==> config.mk <==
export PLATFORM = sky130hd
export DESIGN_NAME = obo_cmp
export DESIGN_NICKNAME = d
export VERILOG_FILES = /design/src/rtl/oriented_box_overlap_test_unit_defines.svh /design/src/rtl/obo_pkg.sv /design/src/rtl/obo_cmp.sv
export SDC_FILE = /design/constraint.sdc
export NUM_CORES = 1
export LEC_CHECK = 0
export CAP_MARGIN = 20
export CORE_AREA = 2 2 292 294
export CTS_CLUSTER_SIZE = 14
export DETAILED_ROUTE_END_ITERATION = 7
export DIE_AREA = 0 0 294 296
export DONT_BUFFER_PORTS = 1
export GPL_TIMING_DRIVEN = 0
export PLACE_DENSITY = 0.64
export SYNTH_ARGS = -nofsm -noshare
export SYNTH_HDL_FRONTEND = slang
export SYNTH_SLANG_ARGS = --single-unit
==> constraint.sdc <==
create_clock -name aclk -period 3.4 [get_ports aclk]
set_input_delay 0.17 -clock aclk [delete_from_list [all_inputs] [get_ports aclk]]
set_output_delay 0.17 -clock aclk [all_outputs]
set_load 0.02 [all_outputs]
==> src/rtl/oriented_box_overlap_test_unit_defines.svh <==
// Assertion macros shared by the oriented box overlap test RTL.
`ifndef ORIENTED_BOX_OVERLAP_TEST_UNIT_DEFINES_SVH
`define ORIENTED_BOX_OVERLAP_TEST_UNIT_DEFINES_SVH

`ifndef SYNTHESIS
`define OBO_ASSERT_IMPL(name, clk, rstn, ante, cons) \
    name: assert property (@(posedge clk) disable iff (!rstn) (ante) |-> (cons)) \
        else $error("obo assertion failed");
`define OBO_ASSERT_NEXT(name, clk, rstn, ante, cons) \
    name: assert property (@(posedge clk) disable iff (!rstn) (ante) |=> (cons)) \
        else $error("obo assertion failed");
`else
`define OBO_ASSERT_IMPL(name, clk, rstn, ante, cons)
`define OBO_ASSERT_NEXT(name, clk, rstn, ante, cons)
`endif

`endif

==> src/rtl/obo_pkg.sv <==
// Shared constants for the oriented box overlap test.
`timescale 1ns / 1ps
`default_nettype none

package obo_pkg;

    localparam int SIZE_BITS      = 20;
    localparam int CFG_INDEX_BITS = 3;
    localparam int OUT_TDATA_BITS = 8;
    localparam int NUM_AXES       = 4;

    localparam logic [CFG_INDEX_BITS-1:0] REG_CENTER_X    = 3'd0;
    localparam logic [CFG_INDEX_BITS-1:0] REG_CENTER_Y    = 3'd1;
    localparam logic [CFG_INDEX_BITS-1:0] REG_COS         = 3'd2;
    localparam logic [CFG_INDEX_BITS-1:0] REG_SIN         = 3'd3;
    localparam logic [CFG_INDEX_BITS-1:0] REG_HALF_LENGTH = 3'd4;
    localparam logic [CFG_INDEX_BITS-1:0] REG_HALF_WIDTH  = 3'd5;

endpackage

`default_nettype wire

==> src/rtl/obo_cmp.sv <==
// Right-hand side sums and per-axis compare (pipeline stages six and seven).
`timescale 1ns / 1ps
`default_nettype none

module obo_cmp #(
    parameter int COORD_BITS = 28,
    parameter int HEADING_FRAC_BITS = 14,
    localparam int H  = HEADING_FRAC_BITS + 2,
    localparam int S  = obo_pkg::SIZE_BITS,
    localparam int P  = COORD_BITS + H + 2,
    localparam int L  = P + HEADING_FRAC_BITS,
    localparam int E  = 2 * H + 1 + S,
    localparam int R0 = (S + 2 * HEADING_FRAC_BITS > E) ? S + 2 * HEADING_FRAC_BITS : E,
    localparam int R  = R0 + 2,
    localparam int W  = (L > R) ? L : R
) (
    input  wire logic         aclk,
    input  wire logic         aresetn,
    input  wire logic         en,
    input  wire logic         in_valid,
    input  wire logic [L-1:0] lhs [obo_pkg::NUM_AXES],
    input  wire logic [S-1:0] own [obo_pkg::NUM_AXES],
    input  wire logic [E-1:0] ext_a [obo_pkg::NUM_AXES],
    input  wire logic [E-1:0] ext_b [obo_pkg::NUM_AXES],
    output logic              out_valid,
    output logic              overlap
);

    logic                          v6_reg, v7_reg;
    logic [W-1:0]                  lhs_reg  [obo_pkg::NUM_AXES];
    logic [W-1:0]                  rhs_next [obo_pkg::NUM_AXES];
    logic [W-1:0]                  rhs_reg  [obo_pkg::NUM_AXES];
    logic [obo_pkg::NUM_AXES-1:0]  pass;
    logic                          overlap_next, overlap_reg;

    always_comb begin
        for (int k = 0; k < obo_pkg::NUM_AXES; k++) begin
            rhs_next[k] = (W'(own[k]) << (2 * HEADING_FRAC_BITS)) + W'(ext_a[k]) + W'(ext_b[k]);
        end
    end

    always_comb begin
        for (int k = 0; k < obo_pkg::NUM_AXES; k++) begin
            pass[k] = (lhs_reg[k] <= rhs_reg[k]);
        end
        overlap_next = &pass;
    end

    always_ff @(posedge aclk) begin
        if (!aresetn) begin
            v6_reg <= 1'b0;
            v7_reg <= 1'b0;
        end else if (en) begin
            v6_reg <= in_valid;
            v7_reg <= v6_reg;
        end
    end

    always_ff @(posedge aclk) begin
        if (en) begin
            for (int k = 0; k < obo_pkg::NUM_AXES; k++) begin
                lhs_reg[k] <= W'(lhs[k]);
            end
            rhs_reg     <= rhs_next;
            overlap_reg <= overlap_next;
        end
    end

    assign out_valid = v7_reg;
    assign overlap   = overlap_reg;

endmodule

`default_nettype wire

=== Word-level counts from Yosys, hierarchy flattened ===
Memory sizes are Yosys's and may differ from the RTL's.
Cells that the tools add are included.

* Bits in registers: 243
* Memory bits (writable): 240
* Input bits: 748
* Output and inout port bits: 2
* Logic and storage cells: 23
* Memories kept: 1

{| class="wikitable"
|+ Memories
! memory !! depth !! width !! read ports !! clocked after Yosys merged registers in !! write ports !! RTL line !! RTL
|-
| lhs_reg || 4 || 60 || 4 || 0 || 4 || obo_cmp.sv:30 || <nowiki>logic [W-1:0] lhs_reg [obo_pkg::NUM_AXES];</nowiki>
|}

* $add $sub $neg: 8
* Magnitude comparators: 4
* Muxes and demuxes: 2
* Reduce and logical (&&, ||, !) cells: 1

{| class="wikitable"
|+ Operators by type and width
! cell !! number
|-
| 60-bit less-or-equal comparator || 4
|-
| 54-bit by 53-bit adder with 55-bit output || 4
|-
| 48-bit by 53-bit adder with 54-bit output || 4
|-
| 4-bit AND reduction || 1
|-
| 1-bit 2-to-1 mux || 2
|}

=== Logic depth before layout (Yosys ltp) ===
Gate-level depths: netlist (run 1).
An unclocked memory read counts as a cell.

* Word-level depth: 3
* Mapped depth: 15
* Depth with buffers taken out: 14

=== Least setup slack after synthesis (run 1) ===
Ideal clock, no wire load.

* Kind: input -> register
* Start point: input ext_a[54] in the netlist's numbering
* End point: register rhs_reg[105] in the netlist's numbering, data pin
* Setup time: 207 ps
* Arrival: 3066 ps
* Slack: 127 ps
* Cell stages on the path: 13
* Path buffers: 0
* Cell sequence: ha_1 ha_1 fa_1 a211oi_1 o21ai_0 a22oi_1 and3b_1 o2111ai_1 nand3_1 nand3_1 a31oi_1 o211a_1 a2111oi_0

{| class="wikitable"
|+ RTL lines
! element !! RTL line !! RTL
|-
| from (decl) || obo_cmp.sv:23 || <nowiki>input wire logic [E-1:0] ext_a [obo_pkg::NUM_AXES],</nowiki>
|-
| to (signal assigned) || obo_cmp.sv:64 || <nowiki>rhs_reg <= rhs_next;</nowiki>
|-
| to (decl) || obo_cmp.sv:32 || <nowiki>logic [W-1:0] rhs_reg [obo_pkg::NUM_AXES];</nowiki>
|}

==> metrics.md, run 1 <==
| Metric | Value |
|---|---|
| GP Congestion | 0.943 |
| Grt ovf | 0 |
| Yosys reg bits | 463 |
| CP max FO | 4 |
| Post-synthesis mux area share | less than 1% |
| Syn Inst Count | about 3100 |
| R2R Path Start | lhs_reg[3][1] |
| Max VDD drop | ~480 uV |
| Placed cell area | about 36000 um2 |
| Synth Cell Area | approximately 34000 um2 |
| Final worst path period share | between 90% and 100% |
| Worst skew pair latency | 620 ps |
| Synth unique cells | 80 |
| Critical Path RT | 3750 ps |
| GRT Resource Usage Total | 20.7% |
| Share of layout cells above drive strength 1 | 3.76% |
| Die width | just under 300 um |
| Total core area | roughly 84000 um2 |
| Net Sw Frac | between 30% and 40% |
| Cell with the most instances after synthesis | ha_1 |
| Leading cell types by count after synthesis | ha_1, edfxtp_1, inv_1, a21oi_1, a21o_1 |
| YS warnings | 0 |
| Setup tns final | 0 ps |
| Final hold violation count | about 100 |
| Outcome | finished, violations left |
| Nets | 4860 |
| Synthesized area per cell | 10.9 um2 |
| R2R setup slack | 230 ps |
| Setup Skew | around 20 ps |
| Detailed-route vias per instance | 5.47 |
| CTS tree | yes |
| Pre-antenna DRT Iters | 5 |
| IO buf count | 0 |
| Ports | 750 |
| Initial Util | 40.9% |
| Hold slack | -311 ps |
| CTS Root Cell | clkbuf_16 |
| Largest family of logic cells by synthesized area | adder cells |
| WL/cell | 20.2 um |
| Arr. time, crit path | ~3600 ps |
| Slew Limit Headroom | -38.6% |
| Area of the multi-input gates | 19200 um2 |
| FF-to-FF End | overlap |
| Post-synth top area share | 40.2% |
| Clk pin slew, worst setup/hold paths | ~60 ps |
| CP Capture Type | flip-flop |
| HPWL after DPL | 73800 um |
| Worst setup path category | input port to flip-flop |
| Seq/Total Area, Yosys | 40.3% |
| Total power | slightly above 20 mW |
| Pin count of the biggest net entering global routing | ~460 |
| Initial antenna violation count | 12 |
| Hold crit path type | input port to flip-flop |
| Post-synth ARST share | 0% |
| Switching Power | around 6.6 mW |
| Internal | roughly 14 mW |
| Clock buffer depth | 3 |
| Floorplan row count | 107 |
| Routed wl met3 | 5130 um |
| Power share of the clock group | 30.3% |
| Clk sinks | 463 |
| Top layer in use | met5 |
| Die height | roughly 300 um |
| PwrDens | about 510 nW/um2 |
| DRC viols | 0 |
| Fillcell total | 7629 |
| Die area | 87000 um2 |
| Reg area | approximately 14000 um2 |
| Via Count | 25300 |
| WHS Path Cells | 0 |
| Min-delay src | en |
| Finished Cell Area | 40500 um2 |
| Synth area leaders | edfxtp_1, ha_1, a21o_1 |
| Post-Syn Nets | 4540 |
| Area Growth Syn to Fin | 17.4% |
| Post-synth EDFFs | about 460 |
| DR WL met2 | 46800 um |
| Hold Path Sink | lhs_reg[2][15] |
| Fmax | 304 MHz |
| Setup violators final | 0 |
| CP Launch Type | input port |
| Failing checks | hold timing, slew limit |
| RSZ-0062 raised after global routing | no |
| Start point of the critical path | ext_a[160] |
| Simple-gate portion of the synthesized area | 8.33% |
| Drt initial violations | 1419 |
| Number of global-route vias before repair | around 26000 |
| Detail Route Antenna Nets | 0 |
| Flop pwr share | 37.1% |
| M1 wire length | 38000 um |
| Max Cap Viol | 0 |
| Flip-flop count of the largest register after layout | 240 |
| Hold Buf Count CTS | 260 |
| Final min period | approximately 3300 ps |
| Xor-xnor portion of the synthesized cell area | 4.83% |
| Leading area contributor after synthesis | edfxtp_1 |
| H-tree Lvls | 2 |
| R2R depth | 11 |
| Leak Pwr | 18.0 nW |
| TritonCTS buffer count | 56 |
| Compound-Gate Fraction of Synth Area | 17.0% |
| Combinational power share | 32.5% |
| Synth Flop Type | edfxtp_1 |
| Slew @ Worst Pin | 2080 ps |
| Adder-cell share of the synthesized area | 25.2% |
| Final WL | between 90000 and 100000 um |
| First-pass GRT wire length | 140000 um |
| Max Transition Viols Final | ~230 |
-- routing by layer --
metal | vias to the layer above | global-route usage [%]
met3 | 161 | 3.37
met4 | 10 | 7.34
met5 | - | 0
met2 | 788 | 37.3
li1 | 12400 | -
met1 | 11900 | 25.0
-- through the flow --
step | std cells | utilization (%) | hold slack (ps) | worst slack, ps
5_1_grt | 4609 | 48.0 | -363 | 9.62
3_5_place_dp | 4238 | 42.5 | 269 | -828
2_1_floorplan | 3148 | - | 269 | 127
6_report | 4613 | 48.0 | -311 | 108
4_1_cts | 4601 | 47.9 | -366 | 9.54
3_3_place_gp | 4238 | 42.5 | 269 | -719
-- worst max path at each step --
stage / end / cells past startpoint / slack [ps]
floorplan: rhs_reg[105] / 13 / 130
detailed placement: rhs_reg[105] / 13 / -830
CTS: overlap / 11 / 10
global placement: rhs_reg[227] / 14 / -720
global route: rhs_reg[108] / 12 / 10
finish: rhs_reg[227] / 14 / 110
-- kinds of logic (layout without fill, tap and decap cells) --
logic type,after synthesis,in the layout
DFF,463,463
AOI/OAI and AO/OA,889,889
adders and majority gates,644,644
and+or+nand+nor,576,576
xor gates and xnor gates,190,190
other,0,10
muxes,4,4
buffers and inverters,382,747
-- layout make-up --
cell class	instances	area share [%]
clock buffers	63	3.63
inverters	315	2.92
clock inverters	40	1.12
plain buffers	67	0.628
repair buffers	262	6.47
flip-flops and latches	463	34.3
multi-input cells	2303	47.5
well taps	1090	3.37
diodes	10	0.0619
-- power groups by stage --
| stage | logic [mW] | clock network (mW) | registers [mW] |
|---|---|---|---|
| after CTS | 6.71 | 6.47 | 7.71 |
| after global routing | 7.66 | 6.67 | 7.79 |
| after floorplan | 4.83 | 0 | 7.72 |
| after global placement | 6.29 | 0 | 7.81 |
| after detailed placement | 6.36 | 0 | 7.83 |
| final | 6.76 | 6.30 | 7.72 |
-- repair_timing --
action | CTS | global route
setup buffers | 0 | 2
setup endpoints to repair | 9 | 18
pin swaps | 0 | 1
gates resized for setup | 8 | 11
endpoints found under the hold margin | 717 | 153
-- cell usage in the layout, fill, tap and decap left out, types with 40 or more instances in the layout --
cell type	synthesis	layout
ha_1	560	560
nand4_1	97	97
inv_1	315	315
a21o_1	243	243
clkbuf_16	0	58
clkbuf_1	64	69
nand3_1	40	40
dlygate4sd3_1	0	260
xnor2_1	125	125
nor2_1	142	142
fa_1	84	84
a21oi_1	259	257
edfxtp_1	461	461
nand2_1	134	134
o21ai_0	123	122
xor2_1	65	65
-- critical path, cell delays in order --
cell and delay (ps):
ha_1 260, ha_1 190, inv_1 70, fa_1 410
nor2b_1 210, o31a_1 210, o221ai_1 210, a2111oi_1 570
nor3b_1 190, o21ai_2 310, a31oi_1 190, o21a_1 220
or2_2 290, xnor2_1 140
(Power assumes the default switching activity.)
==> run 2, diff against run 1 <==
PLACE_DENSITY = not set   (was 0.64)
PLACE_DENSITY_LB_ADDON = 0.2   (was not set)
==> run 2 against run 1 <==
Against the previous run: the run ends with hold timing left; utilization decreased by 0.21 points; critical path depth is the same; fmax rose by 0.51%; design area down 0.43%; largest cell class unchanged.
==> metrics.md, run 2 (synthesis gave the netlist of run 1 again) <==
| Metric | Value |
|---|---|
| Hold slack | -228 ps |
| CTS tree | yes |
| Combinational power share | 32.9% |
| Min-delay src | en |
| Arr. time, crit path | 3610 ps |
| Slew @ Worst Pin | around 1500 ps |
| Pre-antenna DRT Iters | 5 |
| Grt ovf | 0 |
| Via Count | roughly 25000 |
| H-tree Lvls | 2 |
| Setup violators final | 0 |
| Clock buffer depth | 3 |
| Final hold violation count | 14 |
| First-pass GRT wire length | 141000 um |
| Internal | 13.9 mW |
| R2R Path Start | lhs_reg[2][41] |
| DRC viols | 0 |
| Die area | between 80000 and 90000 um2 |
| Clk pin slew, worst setup/hold paths | 60 ps |
| Power share of the clock group | 29.3% |
| RSZ-0062 raised after global routing | yes |
| Drt initial violations | 1149 |
| Total power | slightly above 20 mW |
| Final min period | 3270 ps |
| CP Capture Type | flip-flop |
| Setup tns final | 0 ps |
| Floorplan row count | 107 |
| R2R setup slack | approximately 170 ps |
| Die height | approximately 300 um |
| Leading cell type in the layout, fill and taps excluded | ha_1 |
| Initial antenna violation count | 20 |
| PwrDens | 505 nW/um2 |
| Leak Pwr | ~18 nW |
| FF-to-FF End | overlap |
| Number of global-route vias before repair | 25300 |
| Max VDD drop | 313 uV |
| Finished Core Util | 47.8% |
| R2R depth | 8 |
| CP Launch Type | input port |
| CTS Root Cell | clkbuf_16 |
| GP Congestion | 0.966 |
| Net Sw Frac | between 30% and 40% |
| Initial Util | 40.9% |
| Max Cap Viol | 0 |
| Worst skew pair latency | 600 ps |
| Setup Skew | 9.57 ps |
| Outcome | finished, violations left |
| Detailed-route vias per instance | 5.38 |
| Failing checks | hold timing |
| Die width | around 300 um |
| Slew Limit Headroom | 1.58% |
| WL/cell | 20.4 um |
| Detail Route Antenna Nets | 0 |
| Nets | 4857 |
| GRT Resource Usage Total | 20.9% |
| Clk sinks | between 400 and 500 |
| Switching Power | 6.44 mW |
| HPWL after DPL | 75400 um |
| Area Growth Syn to Fin | 16.9% |
| WHS Path Cells | 0 |
| Post-route setup slack | 125 ps |
| Total core area | around 84000 um2 |
| Worst setup path category | input port to flip-flop |
| Flip-flop count of the largest register after layout | 240 |
| IO buf count | 0 |
| Ports | 750 |
| Max Transition Viols Final | 0 |
| Final WL | 94000 um |
| Final worst path period share | 96.3% |
| Share of layout cells above drive strength 1 | 3.45% |
| Flop pwr share | about 38% |
| Pin count of the biggest net entering global routing | 464 |
| Hold Buf Count CTS | approximately 260 |
| Hold Path Sink | lhs_reg[2][12] |
| Hold crit path type | input port to flip-flop |
| Critical Path RT | 3730 ps |
| Pre-CTS WS | -748 ps |
| TritonCTS buffer count | 57 |
| CP max FO | 4 |
| Most frequent cells in the layout | ha_1, edfxtp_1, inv_1, a21oi_1, dlygate4sd3_1 |
| Fmax | 305 MHz |
[run 2: cell type report]
| cell class | count | area [um2] |
|---|---|---|
| Fill cell | 7776 | 43900 |
| Multi-Input combinational cell | 2303 | 19200 |
| Sequential cell | 463 | 13900 |
| Timing Repair Buffer | 258 | 2580 |
| Clock buffer | 66 | 1460 |
| Tap cell | 1090 | 1360 |
| Inverter | 315 | 1180 |
| Clock inverter | 36 | 343 |
| Buffer | 67 | 254 |
| Antenna cell | 13 | 32.5 |
[run 2: metrics by stage]
step	instances	instance area, um2	hold slack (ps)
2_1_floorplan	3148	34400	269
3_3_place_gp	4238	35800	269
3_5_place_dp	4238	35800	269
4_1_cts	4596	40200	-302
5_1_grt	4607	40300	-306
6_report	4611	40300	-228
[run 2: repair_timing]
| item | in CTS | in global routing |
|---|---|---|
| hold endpoints to repair | 690 | 178 |
| setup buffers | 0 | 2 |
| pin swaps | 0 | 1 |
| gates resized for setup | 3 | 13 |
| endpoints found under the setup margin | 4 | 22 |
[run 2: worst max path at each step]
stage                     cells after the start           end   startpoint
after detailed placement                     14  rhs_reg[227]   ext_a[160]
after global placement                       14  rhs_reg[227]   ext_a[160]
final                                        14  rhs_reg[227]   ext_a[160]
after floorplan                              13  rhs_reg[105]    ext_a[54]
after CTS                                    12       overlap  rhs_reg[61]
after global routing                         12  rhs_reg[110]    ext_a[60]
[run 2: power by group through the flow]
stage	registers, mW	logic [mW]	clock network (mW)
after floorplan	7.72	4.83	0
after global placement	7.79	6.33	0
after detailed placement	7.82	6.33	0
after CTS	7.70	6.68	6.14
after global routing	7.78	7.62	6.33
final	7.70	6.70	5.95
[run 2: layer usage]
metal | GRT usage (%) | part of all wire, % | wire, um
met5 | 0 | 0.083 | 78
met4 | 5.70 | 2.4 | 2230
met3 | 3.75 | 5.4 | 5040
met2 | 36.9 | 50 | 46800
met1 | 26.1 | 42 | 39800
[run 2: worst max-delay path: stages]
cell and delay, ps:
ha_1 270, ha_1 190, inv_1 70, fa_1 400
nor2b_1 150, o31a_1 180, o221ai_1 220, a2111oi_1 570
nor3b_1 210, o21ai_2 340, a31oi_1 200, o21a_1 220
or2_2 280, xnor2_1 140
==> run 3, diff against run 2 <==
CELL_PAD_IN_SITES_DETAIL_PLACEMENT = 0   (was not set)
CELL_PAD_IN_SITES_GLOBAL_PLACEMENT = 1   (was not set)
CORE_AREA = 2 2 294 296   (was 2 2 292 294)
DIE_AREA = 0 0 296 298   (was 0 0 294 296)
==> run 3 against run 2 <==
Against the previous run: the flow finishes with violations (hold timing, slew limit); register-to-register slack about the same; clock power up 9.2%; utilization about the same; global-route usage up 0.78 points; design area up 0.82%; critical path type unchanged.
==> metrics.md, run 3 (synthesis gave the netlist of run 1 again) <==
| Metric | Value |
|---|---|
| Leading cell type in the layout, fill and taps excluded | ha_1 |
| Detailed-route vias per instance | 5.42 |
| Met1 Usage GRT | 26.8% |
| Initial antenna violation count | 18 |
| Final worst path period share | a little over nine tenths |
| Pre-CTS WS | -860 ps |
| Number of global-route vias before repair | 26200 |
| CP max FO | 4 |
| Start point of the critical path | ext_a[160] |
| Flip-flop count of the largest register after layout | 240 |
| R2R setup slack | 160 ps |
| Setup Skew | between 20 and 30 ps |
| Share of layout cells above drive strength 1 | 4.06% |
| Post-route setup slack | between 100 and 150 ps |
| Area Growth Syn to Fin | 17.9% |
| H-tree Lvls | 2 |
| CTS Root Cell | clkbuf_16 |
| Worst setup path category | input port to flip-flop |
| Via Count | 25300 |
| Ports | 750 |
| First-pass GRT wire length | 147000 um |
| WHS Path Cells | 0 |
| PwrDens | between 500 and 600 nW/um2 |
| Max VDD drop | 508 uV |
| WL/cell | 21.1 um |
| Setup violators final | 0 |
| Final WL | 98400 um |
| FF-to-FF End | overlap |
| Slew Limit Headroom | -55.6% |
| Arr. time, crit path | 3630 ps |
| Worst skew pair latency | 630 ps |
| Fmax | 306 MHz |
| GR Util met3 | 3.57% |
| TritonCTS buffer count | 57 |
| RSZ-0062 raised after global routing | no |
| HPWL after DPL | 78500 um |
| Die area | 88200 um2 |
| Die width | 296 um |
| DRC viols | 0 |
| Hold slack | -317 ps |
| Die height | 298 um |
| Grt ovf | 0 |
| Pre-antenna DRT Iters | 5 |
| Clock buffer depth | 3 |
| Leak Pwr | around 18 nW |
| Total power | between 20 and 25 mW |
| Slew @ Worst Pin | 2330 ps |
| Initial Util | 40.6% |
| CP Launch Type | input port |
| Met2 GRT Util | 38.2% |
| Failing checks | hold timing, slew limit |
| Clk pin slew, worst setup/hold paths | 60 ps |
| CP Capture Type | flip-flop |
| Clk sinks | 463 |
| Final hold violation count | 64 |
| GRT Max-Usage Layer | met2 |
| GP Congestion | 0.929 |
| Outcome | finished, violations left |
| Hold Path Sink | lhs_reg[3][2] |
| Max Cap Viol | 0 |
| Critical Path RT | 3770 ps |
| Drt initial violations | roughly 1600 |
| Most frequent cells in the layout | ha_1, edfxtp_1, inv_1, dlygate4sd3_1, a21oi_1 |
| Total core area | 84900 um2 |
| Final min period | between 3000 and 4000 ps |
| Min-delay src | en |
| CTS tree | yes |
| Hold crit path type | input port to flip-flop |
| IO buf count | 0 |
| Floorplan row count | 107 |
| R2R depth | 8 |
| Detail Route Antenna Nets | 0 |
| GRT Resource Usage Total | between 20% and 30% |
| Max Transition Viols Final | 262 |
| R2R Path Start | lhs_reg[2][40] |
| Pin count of the biggest net entering global routing | 464 |
| Hold Buf Count CTS | 260 |
| Nets | 4862 |
-- run 3: changes by cell type in the layout (fill, tap and decap cells not counted), sizes merged --
cell / delta
buf: +1
clkinv: -5
dlygate4sd3: +4
diode: -1
bufinv: +4
clkinvlp: +6
-- run 3: repair_timing --
item	4_1_cts	5_1_grt
cloned	0	0
buffers inserted	0	3
resized for setup	7	14
pin swaps	0	2
endpoints found under the setup margin	10	18
hold endpoints to repair	716	156
-- run 3: layout make-up --
cell class / instances / area (um2)
multi-input combinational: 2303 / 19200
buffer: 67 / 254
clock inverter: 41 / 489
fill: 7915 / 44300
inverter: 315 / 1180
antenna: 12 / 30.0
clock buffer: 66 / 1500
tap: 1144 / 1430
timing repair buffer: 263 / 2630
sequential: 463 / 13900
-- run 3: critical path, stage by stage --
cell and delay (ps):
ha_1 280, ha_1 240, inv_1 80, fa_1 210, nor2b_1 70, o31a_1 270
o221ai_1 380, a2111oi_2 170, nor3b_1 520, o21ai_2 230, a21o_1 230, a221o_1 420
a21o_1 200, xor2_1 140
-- run 3: power breakdown --
group          switching (mW)  total, mW  internal [mW]
Clock                    2.57       6.50           3.93
Combinational            3.82       6.80           2.98
Sequential              0.259       7.72           7.46
Total                    6.65       21.0           14.4
-- run 3: how the worst max path moves through the flow --
stage,endpoint,depth (start not counted)
6_report,rhs_reg[233],14
5_1_grt,rhs_reg[43],14
4_1_cts,rhs_reg[220],12
3_5_place_dp,rhs_reg[227],14
3_3_place_gp,rhs_reg[227],14
2_1_floorplan,rhs_reg[105],13
-- run 3: metal layers --
metal | wire (um) | vias up | part of all wire (%)
met5 | 105 | - | 0.11
met4 | 2890 | 16 | 2.9
met2 | 48900 | 737 | 50
met3 | 5250 | 141 | 5.3
li1 | - | 12400 | -
met1 | 41200 | 12000 | 42
-- run 3: stage by stage --
step	instance area, um2	std cells	util, %	TNS (ps)
after floorplan	34400	3148	-	0
after global placement	35900	4292	42.3	-24880
after detailed placement	35900	4292	42.3	-23850
after CTS	40500	4659	47.7	0
after global routing	40600	4670	47.8	0
final	40600	4674	47.8	0
